File: config.mk
export PLATFORM = sky130hd
export DESIGN_NAME = half_float_converter_core
export DESIGN_NICKNAME = d
export VERILOG_FILES = /design/src/sv/hfc_pkg.sv /design/src/sv/hfc_decode.sv /design/src/sv/hfc_compute.sv /design/src/sv/half_float_converter_core.sv
export VERILOG_INCLUDE_DIRS = /design/src /design/src/sv
export SDC_FILE = /design/constraint.sdc
export NUM_CORES = 1
export LEC_CHECK = 0
export ABC_AREA = 1
export ABC_CLOCK_PERIOD_IN_PS = 2700
export BUFFER_PORTS_ARGS = -buffer_cell sky130_fd_sc_hd__buf_2
export CORE_ASPECT_RATIO = 2
export CORE_UTILIZATION = 35
export CTS_CLUSTER_SIZE = 24
export DETAILED_ROUTE_END_ITERATION = 12
export PLACE_DENSITY = 0.52
export SYNTH_ARGS = -nofsm -noshare
export SYNTH_HDL_FRONTEND = slang
export SYNTH_SLANG_ARGS = --single-unit
File: constraint.sdc
create_clock -name clk_i -period 2.7 [get_ports clk_i]
set_input_delay 0.27 -clock clk_i [delete_from_list [all_inputs] [get_ports clk_i]]
set_output_delay 0.27 -clock clk_i [all_outputs]
set_load 0.1 [all_outputs]
File: src/sv/half_float_converter_core_macros.svh
// Assertion macros for the half float converter
`ifndef HALF_FLOAT_CONVERTER_CORE_MACROS_SVH
`define HALF_FLOAT_CONVERTER_CORE_MACROS_SVH
// Check a property on every clock edge outside reset
`define HFC_ASSERT(label, prop, msg) \
  label: assert property (@(posedge clk_i) disable iff (!rst_ni) (prop)) else $error(msg);
// Check an implication in the following cycle
`define HFC_ASSERT_NEXT(label, pre, post, msg) \
  label: assert property (@(posedge clk_i) disable iff (!rst_ni) (pre) |=> (post)) \
    else $error(msg);
`endif

File: src/sv/hfc_pkg.sv
// Package with shared types and constants for the half float converter
`default_nettype none
package hfc_pkg;
  localparam logic CmdS2h = 1'b0;
  localparam logic CmdH2s = 1'b1;

  // Decoded operand, passed from decode to compute stage
  typedef struct packed {
    logic        cmd;
    logic        sign;
    logic [30:0] mag;
    logic        s_zero;   // single exp zero
    logic        s_small;  // below smallest half normal
    logic        s_ovf;    // finite, above largest half normal
    logic        s_inf;
    logic        s_nan_lo; // nan whose payload vanishes
    logic        s_nan;
    logic [4:0]  sh;       // subnormal shift minus 14
    logic        sh_big;
    logic        h_zero;
    logic        h_sub;
    logic        h_max;
  } dec_t;
endpackage
`default_nettype wire

File: src/sv/hfc_decode.sv
// Decode stage: classify the operand
`default_nettype none
module hfc_decode (
  input  wire logic          cmd_i,
  input  wire logic [31:0]   op_i,
  output hfc_pkg::dec_t      dec_o
);
  logic [30:0] mag;
  logic [7:0]  e;
  logic [7:0]  shf;
  // Classify both directions at once
  always_comb begin
    if (cmd_i == hfc_pkg::CmdS2h) begin
      mag = op_i[30:0];
      dec_o.sign = op_i[31];
    end else begin
      mag = {16'd0, op_i[14:0]};
      dec_o.sign = op_i[15];
    end
    e = mag[30:23];
    shf = 8'd112 - e;
    dec_o.cmd = cmd_i;
    dec_o.mag = mag;
    dec_o.s_zero = (e == 8'd0);
    dec_o.s_small = (mag < 31'h38800000);
    dec_o.s_ovf = (mag > 31'h477FE000) && (mag < 31'h7F800000);
    dec_o.s_inf = (mag == 31'h7F800000);
    dec_o.s_nan_lo = (mag > 31'h7F800000) && (mag < 31'h7F802000);
    dec_o.s_nan = (mag >= 31'h7F802000);
    dec_o.sh = shf[4:0];
    dec_o.sh_big = (shf >= 8'd10);
    dec_o.h_zero = (mag[14:0] == 15'd0);
    dec_o.h_sub = (mag[14:10] == 5'd0);
    dec_o.h_max = (mag[14:10] == 5'h1F);
  end
endmodule
`default_nettype wire

File: src/sv/hfc_compute.sv
// Compute stage: form half or single result from decoded operand
`default_nettype none
module hfc_compute (
  input  wire hfc_pkg::dec_t dec_i,
  output logic [31:0]        res_o
);
  logic [23:0] m;
  logic [15:0] h;
  logic [3:0]  p;
  logic [9:0]  hm;
  logic [22:0] frac;
  // Build the result for the selected direction
  always_comb begin
    m = {1'b1, dec_i.mag[22:0]};
    hm = dec_i.mag[9:0];
    p = 4'd0;
    for (int i = 0; i < 10; i++) begin
      if (hm[i]) p = 4'(i);
    end
    frac = 23'({13'd0, hm} << (5'd23 - {1'b0, p}));
    if (dec_i.s_zero) h = 16'd0;
    else if (dec_i.s_small) h = dec_i.sh_big ? 16'd0 : 16'(m >> (5'd14 + dec_i.sh));
    else if (dec_i.s_ovf || dec_i.s_inf) h = 16'h7C00;
    else if (dec_i.s_nan_lo) h = 16'h7C01;
    else if (dec_i.s_nan) h = {6'b011111, dec_i.mag[22:13]};
    else h = 16'(dec_i.mag[30:13] - 18'h1C000);
    if (dec_i.cmd == hfc_pkg::CmdS2h) begin
      res_o = {16'd0, dec_i.sign, h[14:0]};
    end else if (dec_i.h_zero) begin
      res_o = {dec_i.sign, 31'd0};
    end else if (dec_i.h_sub) begin
      res_o = {dec_i.sign, 8'(p) + 8'd103, frac};
    end else if (dec_i.h_max) begin
      res_o = {dec_i.sign, 8'hFF, hm, 13'd0};
    end else begin
      res_o = {dec_i.sign, 8'({3'd0, dec_i.mag[14:10]}) + 8'd112, hm, 13'd0};
    end
  end
endmodule
`default_nettype wire

File: src/sv/half_float_converter_core.sv
// Top level of the half float converter: three-stage pipeline
// Channel | Ports                      | Beat
// in      | start_i, command_i, operand_bits_i | start_i && !busy_o
// out     | done_o, result_bits_o      | done_o, one cycle
// A beat enters every cycle.
// Latency is set by the input, decode and compute registers.
// Reset clears the valid bits only; busy_o is always low.
// The receiver cannot stall, so nothing is held back.
`default_nettype none
`include "half_float_converter_core_macros.svh"
module half_float_converter_core (
  input  wire logic        clk_i,
  input  wire logic        rst_ni,
  input  wire logic        start_i,
  output logic             busy_o,
  input  wire logic        command_i,
  input  wire logic [31:0] operand_bits_i,
  output logic             done_o,
  output logic [31:0]      result_bits_o
);
  logic v0_q, v1_q, v2_q;
  logic c0_q;
  logic [31:0] o0_q;
  hfc_pkg::dec_t dec_d, dec_q;
  logic [31:0] res_d, res_q;

  assign busy_o = 1'b0;

  hfc_decode u_dec (.cmd_i(c0_q), .op_i(o0_q), .dec_o(dec_d));
  hfc_compute u_cmp (.dec_i(dec_q), .res_o(res_d));

  // Advance valid bits
  always_ff @(posedge clk_i or negedge rst_ni) begin
    if (!rst_ni) begin
      v0_q <= 1'b0; v1_q <= 1'b0; v2_q <= 1'b0;
    end else begin
      v0_q <= start_i; v1_q <= v0_q; v2_q <= v1_q;
    end
  end

  // Advance payload
  always_ff @(posedge clk_i) begin
    c0_q <= command_i;
    o0_q <= operand_bits_i;
    dec_q <= dec_d;
    res_q <= res_d;
  end

  assign done_o = v2_q;
  assign result_bits_o = res_q;

  `HFC_ASSERT_NEXT(a_pipe, start_i, v0_q, "beat lost at entry")
  `HFC_ASSERT_NEXT(a_out, v1_q, done_o, "beat lost at output")
  `HFC_ASSERT(a_half_hi, !(done_o && !$past(dec_q.cmd) && result_bits_o[31:16] != 16'd0),
    "half result upper bits set")
endmodule
`default_nettype wire
==> impl_metrics.py, run 1 <==
metrics = {
    "layout": {
        "layout_commonest_cell": "nand2_1",
        "most-common-layout-cells": "135 x nand2_1, 108 x dfxtp_1, 68 x buf_2",
        "fillers": 1420,
        "fin_nets": 729,
        "antennaDiodeCount": 0,
        "final_layout_size_suffix_gt1_frac": 0.188,
        "finalNonFillerCells": 848,
        "syn_to_final_growth_pct": 16.9,
    },
    "pwr": {
        "peakVddDrop_v": 0.000390,
        "leakagePower_nw": 2.56,
        "powerDensity_nw_per_um2": 715,
        "finalPower_mw": 4.01,
    },
    "clocking": {
        "cts_tree": "built",
        "clockRootBuffer": "clkbuf_16",
        "clk_latency_ns": 0.36,
        "htree_levels": 3,
        "cts_setup_buffers": 0,
        "ctsResizeCount": 0,
        "hold_buffers": 4,
        "cts.sinks": 111,
        "cts_buffers": 9,
        "clk_pin_slew_ns": 0.08,
        "cts_buffer_depth": 2,
    },
    "placement": {
        "numPortBuffers": 68,
        "dp_cells": 824,
        "place_congestion": 0.958,
        "place_hpwl_um": 12200,
    },
    "synth": {
        "ys_ff_latch": 111,
        "ys_seq_area_frac": 0.466,
        "yosys.area.top_type_share": 0.450,
        "syn_inst": 615,
        "synth_area_leader_cell": "dfxtp_1",
        "synthDistinctLibCells": 56,
        "synthFlopType": "dfxtp_1",
        "synth_fp_nets": 656,
        "synth_area_leaders": "dfxtp_1 45%, nand2_1 11%, o21ai_0 5.1%, nand3_1 4.8%, inv_1 4.3%",
        "synth_edf_count": 0,
        "async_flop_share": 0.0270,
        "syn_avg_cell_area_um2": 7.80,
        "yosysWarnings": 0,
        "synth.cell_area_um2": 4800,
    },
    "sta": {
        "rsz0062_at_grt": "false",
        "max_freq_mhz": 428,
        "worst_slew_pin_slew_ns": 0.698,
        "period_minus_slack_ns": 2.34,
        "finalSetupViolations": 0,
        "maxSlewViolCount": 0,
        "fin_crit_sh": 0.866,
        "setup_tns_ns": 0,
        "hold_viol_final": 0,
        "slew-limit-headroom": 0.530,
        "clock_skew_ns": 0.0106,
    },
    "outcome": {
        "status": "finished with violations",
        "violations": "design-rule violations",
    },
    "floorplanning": {
        "die_w_um": 84.8,
        "die_area_um2": 14200,
        "rows": 60,
        "die-height_um": 168,
        "ios": 70,
        "core_area_um2": 13400,
        "initial_utilization": 0.357,
    },
    "detailed_routing": {
        "wl_per_cell_um": 17.8,
        "drtAntennaViolNets": 0,
        "drtIter0Drc": 249,
        "detail_route.wirelength_um": 15100,
        "drc": 2,
        "vias": 4370,
        "first_pass_iters": 8,
        "via_per_inst": 5.15,
    },
    "min_path": {
        "hp-class": "in2reg",
    },
    "global_route": {
        "grt-ovfl-total": 0,
        "grt_start_max_net_pins": 29,
        "track_usage": 0.221,
        "antenna_found_initial": 0,
        "grt_pass1_wl_um": 22900,
        "grt_pass1_vias": 4465,
    },
    "worst_setup_path": {
        "crit_path_end_kind": "flop",
        "required_ns": 2.93,
        "critPathKind": "reg2reg",
        "cp.arrival_ns": 2.57,
        "cp-start-kind": "flop",
        "crit_fanout": 21,
    },
    "run": {
        "maxCapViolations": 0,
    },
}
critical path, cell delays in order, from the launching register on:
cell	delay, ns
dfxtp_1	0.58
buf_4	0.31
o21ai_0	0.15
o21ai_0	0.56
o21ai_0	0.23
o211ai_1	0.28
a21oi_1	0.10
logic make-up after synthesis:
family	share of synthesized area
compound gates	0.162
xor+xnor	0.0164
fa+ha+maj	0.0130
buf+inv	0.0852
flops	0.466
mux	0.00209
other cells	0.000781
simple gates	0.254
final timing paths:
path                                    end               start  depth (start not counted)  slack (ns)
setup reg to reg           result_bits_o[0]            dec_q[4]                          6        0.36
setup / recovery           result_bits_o[0]            dec_q[4]                          6        0.36
hold reg to reg                   dec_q[21]             o0_q[6]                          0        0.35
max in group asynchronous              v1_q              rst_ni                          2        2.37
min in group asynchronous            done_o              rst_ni                          2        0.23
hold / removal                     o0_q[10]  operand_bits_i[10]                          1        0.01
per-stage QoR:
step	setup slack (ns)	instance area (µm²)	hold slack (ns)	util
after detailed placement	0.533	5240	0.0668	0.390
after global placement	0.490	5240	0.0643	0.390
after global routing	0.230	5610	0.000758	0.417
final	0.363	5610	0.0112	0.417
after floorplan	0.725	4800	-0.0256	-
after CTS	0.510	5570	0.00106	0.414
area by class of cell:
| class | instances | area [µm²] | area share |
|---|---|---|---|
| Tap cell | 155 | 194 | 0.0346 |
| Multi-Input combinational cell | 416 | 2150 | 0.384 |
| Clock buffer | 10 | 229 | 0.0408 |
| Clock inverter | 6 | 61.3 | 0.0109 |
| Sequential cell | 111 | 2240 | 0.399 |
| Timing Repair Buffer | 85 | 488 | 0.0870 |
| Inverter | 65 | 246 | 0.0439 |
metal layers:
metal	vias to the layer above	track usage	share of wire
met5	-	0	0
met4	0	0.178	0.086
met3	70	0.0384	0.028
met2	136	0.452	0.59
met1	1981	0.169	0.30
li1	2183	-	-
cells in the mapped netlist, types with 3 or more instances:
library cell  count
a31oi_1           3
inv_2             8
buf_6             4
nand4_1           5
a21oi_1          30
dfxtp_1         108
nand2_1         135
or2_2             5
o21ai_0          49
o21a_1            6
nor2_1           45
nor4_1            4
nor3_1           12
nand2_2           3
clkbuf_1          7
buf_2             3
o21ai_1          15
o21ai_2           3
nand3_1          46
o211ai_1         11
xor2_1            3
inv_1            55
buf_4             7
nand3_2           3
ha_1              5
dfrtp_1           3
power by group:
part           leakage [nW]  internal [mW]  total [mW]  switching, mW
Sequential            0.937           1.73        1.79         0.0652
Combinational          1.49          0.239       0.925          0.686
Clock                 0.138          0.650        1.29          0.644
state kept, by name, indices dropped and copies added (netlist names):
| name | flops |
|---|---|
| dec_q | 44 |
| o0_q | 32 |
| result_bits_o | 31 |
| c0_q | 1 |
| done_o | 1 |
| v0_q | 1 |
| v1_q | 1 |
(Power assumes the default switching activity.)
==> inputs of run 2 (changes only) <==
--- a/config.mk
+++ b/config.mk
@@ -6,8 +6,7 @@
 export SDC_FILE = /design/constraint.sdc
 export NUM_CORES = 1
 export LEC_CHECK = 0
-export ABC_AREA = 1
-export ABC_CLOCK_PERIOD_IN_PS = 2700
+export ABC_CLOCK_PERIOD_IN_PS = 2460
 export BUFFER_PORTS_ARGS = -buffer_cell sky130_fd_sc_hd__buf_2
 export CORE_ASPECT_RATIO = 2
 export CORE_UTILIZATION = 35
==> constraint.sdc (replaced) <==
create_clock -name clk_i -period 2.46 [get_ports clk_i]
set_input_delay 0.246 -clock clk_i [delete_from_list [all_inputs] [get_ports clk_i]]
set_output_delay 0.246 -clock clk_i [all_outputs]
set_load 0.1 [all_outputs]
==> impl_metrics.py, run 2 <==
metrics = {
    "min_path": {
        "whs_endpoint": "o0_q[26]",
        "min-delay-start": "operand_bits_i[26]",
        "holdPathStages": 1,
        "hp-class": "in2reg",
    },
    "pwr": {
        "switching_share": 0.331,
        "pwr-share-seq": 0.439,
        "pwr-share-comb": 0.238,
        "p_int_mw": 3.04,
        "peakVddDrop_v": 0.000347,
        "power.switching_mw": 1.50,
        "pwr-share-clk": 0.323,
        "powerDensity_nw_per_um2": 722,
        "finalPower_mw": 4.54,
        "leakagePower_nw": 2.56,
    },
    "sta": {
        "clock_skew_ns": 0.0122,
        "period_minus_slack_ns": 2.25,
        "setup_tns_ns": 0,
        "rsz0062_at_grt": "false",
        "finalSetupViolations": 0,
        "maxSlewViolCount": 0,
        "slew-limit-headroom": 0.408,
        "fin_crit_sh": 0.914,
        "worst_slew_pin_slew_ns": 0.880,
        "max_freq_mhz": 445,
        "hold_viol_final": 0,
    },
    "worst_setup_path": {
        "rr_worst_depth": 7,
        "reg2reg_from": "dec_q[6]",
        "crit_buf_inv": 3,
        "reg2reg_to": "result_bits_o[6]",
        "cp-start-kind": "flop",
        "crit_top_cell": "inv_1",
        "critPathMaxStageDelay_ns": 0.58,
        "slowest_stage": "mux4_2",
        "crit_path_end_kind": "flop",
        "critPathKind": "reg2reg",
        "cp.arrival_ns": 2.48,
        "rrSetupSlack_ns": 0.21,
        "crit_fanout": 22,
        "cp_top_family": "multiplexers",
        "required_ns": 2.69,
        "crit_chain": "inv_1 > ha_1 > buf_12 > inv_1 > mux4_2 > a221oi_2 > nor3_1",
    },
    "synth": {
        "synth_mux_area_frac": 0.166,
        "yosys.area.top_type_share": 0.429,
        "synth_edf_count": 0,
        "synth_commonest_cells": "108 x dfxtp_1, 31 x nand2_1, 27 x nor2_1, 26 x mux2i_1, 22 x a21oi_1",
        "synth.cell_area_um2": 5040,
        "yosysMostFrequentCell": "dfxtp_1",
        "synthDistinctLibCells": 72,
        "ys_ff_latch": 111,
        "synth_compound_area_frac": 0.149,
        "synth_area_leaders": "dfxtp_1 43%, mux4_2 8.9%, mux2i_1 5.2%, nor2b_1 2.5%, nand2_1 2.3%",
        "yosysWarnings": 0,
        "synth_area_leader_cell": "dfxtp_1",
        "async_flop_share": 0.0270,
        "synth_fp_nets": 531,
        "ys_seq_area_frac": 0.444,
        "synth_top_family_by_area": "simple AND/OR/NAND/NOR gates",
        "synth-xor-area-share": 0.0139,
        "syn_inst": 490,
        "synth-simple-area-share": 0.171,
        "synthFlopType": "dfxtp_1",
        "syn_avg_cell_area_um2": 10.3,
        "yosys.area_share.adder": 0.0124,
    },
    "clocking": {
        "cts_buffers": 9,
        "clk_pin_slew_ns": 0.08,
        "htree_levels": 3,
        "cts_tree": "built",
        "cts.sinks": 111,
        "clk_latency_ns": 0.35,
        "clockRootBuffer": "clkbuf_16",
        "cts_buffer_depth": 2,
    },
    "global_route": {
        "grt_pass1_vias": 4365,
        "grt-ovfl-total": 0,
        "antenna_found_initial": 0,
        "track_usage": 0.203,
        "grt_pass1_wl_um": 22500,
        "grt_start_max_net_pins": 39,
    },
    "detailed_routing": {
        "wl_per_cell_um": 18.2,
        "vias": 4344,
        "detail_route.wirelength_um": 14300,
        "drtAntennaViolNets": 0,
        "via_per_inst": 5.51,
        "drtIter0Drc": 454,
        "drc": 0,
        "first_pass_iters": 5,
    },
    "layout": {
        "fin_nets": 636,
        "largest_register_ff_count": 44,
        "final_layout_size_suffix_gt1_frac": 0.253,
        "fin_area_um2": 6290,
        "largest-register": "dec_q",
        "antennaDiodeCount": 0,
        "finalNonFillerCells": 789,
        "most-common-layout-cells": "108 x dfxtp_1, 68 x buf_2, 34 x dlygate4sd3_1",
        "final_util": 0.450,
        "layout_commonest_cell": "dfxtp_1",
        "syn_to_final_growth_pct": 24.9,
        "fillers": 1363,
    },
    "floorplanning": {
        "initial_utilization": 0.361,
        "die_area_um2": 14900,
        "die-height_um": 172,
        "rows": 61,
        "die_w_um": 86.8,
        "ios": 70,
        "core_area_um2": 14000,
    },
    "placement": {
        "dp_cells": 739,
        "place_congestion": 0.951,
        "numPortBuffers": 68,
        "dpl_cell_area_um2": 5630,
        "place_hpwl_um": 10700,
    },
    "outcome": {
        "status": "complete, no violations",
    },
    "run": {
        "maxCapViolations": 0,
    },
}
-- run 2: changes by cell type in the layout (fill, tap and decap cells not counted), moves of 25 or more --
cell	before	now
nand2_1	135	31
nand3_1	46	20
o21ai_0	49	18
mux2i_1	1	26
inv_1	55	10
dlygate4sd3_1	8	34
-- run 2: worst max-delay path by stage --
stage | slack (ns) | start | depth (start not counted) | endpoint
2_1_floorplan | 0.005 | dec_q[5] | 11 | result_bits_o[2]
3_3_place_gp | 0.19 | dec_q[5] | 5 | result_bits_o[6]
3_5_place_dp | 0.15 | dec_q[5] | 5 | result_bits_o[6]
4_1_cts | 0.13 | dec_q[5] | 5 | result_bits_o[6]
5_1_grt | 0.07 | dec_q[6] | 7 | result_bits_o[6]
6_report | 0.21 | dec_q[6] | 7 | result_bits_o[6]
-- run 2: metal layers --
layer	global-route usage	vias up	share of wire
met3	0.0274	59	0.046
met4	0.142	0	0.058
met5	0	-	0
met2	0.374	191	0.54
li1	-	2032	-
met1	0.204	2062	0.36
-- run 2: cell families after synthesis --
family	Yosys count
buf+inv	43
xor+xnor	8
other cells	1
mux	56
compound gates	107
flops	111
fa+ha+maj	5
simple gates	159
-- run 2: area by class of cell --
| cell class | instances | area [µm²] | area share |
|---|---|---|---|
| well taps | 189 | 236 | 0.0376 |
| multi-input cells | 336 | 2590 | 0.411 |
| clock inverters | 7 | 86.3 | 0.0137 |
| repair buffers | 126 | 877 | 0.139 |
| flip-flops and latches | 111 | 2240 | 0.356 |
| inverters | 11 | 41.3 | 0.00656 |
| clock buffers | 9 | 225 | 0.0358 |
-- run 2: what timing repair did --
action | 4_1_cts | 5_1_grt
endpoints found under the setup margin | 0 | 2
gates resized for setup | 0 | 1
endpoints found under the hold margin | 35 | 1
hold buffers | 33 | 1
buffers inserted | 0 | 0
-- run 2: power groups by stage --
stage	logic, mW	registers, mW	clock network, mW
2_1_floorplan	0.599	2.20	0
3_3_place_gp	1.03	2.03	0
3_5_place_dp	1.03	2.03	0
4_1_cts	1.07	1.99	1.51
5_1_grt	1.15	2.00	1.59
6_report	1.08	1.99	1.47
-- run 2: metrics by stage --
| stage | hold WS [ns] | worst slack [ns] |
|---|---|---|
| 2_1_floorplan | -0.0496 | 0.00451 |
| 3_3_place_gp | 0.0396 | 0.185 |
| 3_5_place_dp | 0.0439 | 0.152 |
| 4_1_cts | 0.00244 | 0.132 |
| 5_1_grt | 0.000222 | 0.0732 |
| 6_report | 0.0103 | 0.211 |
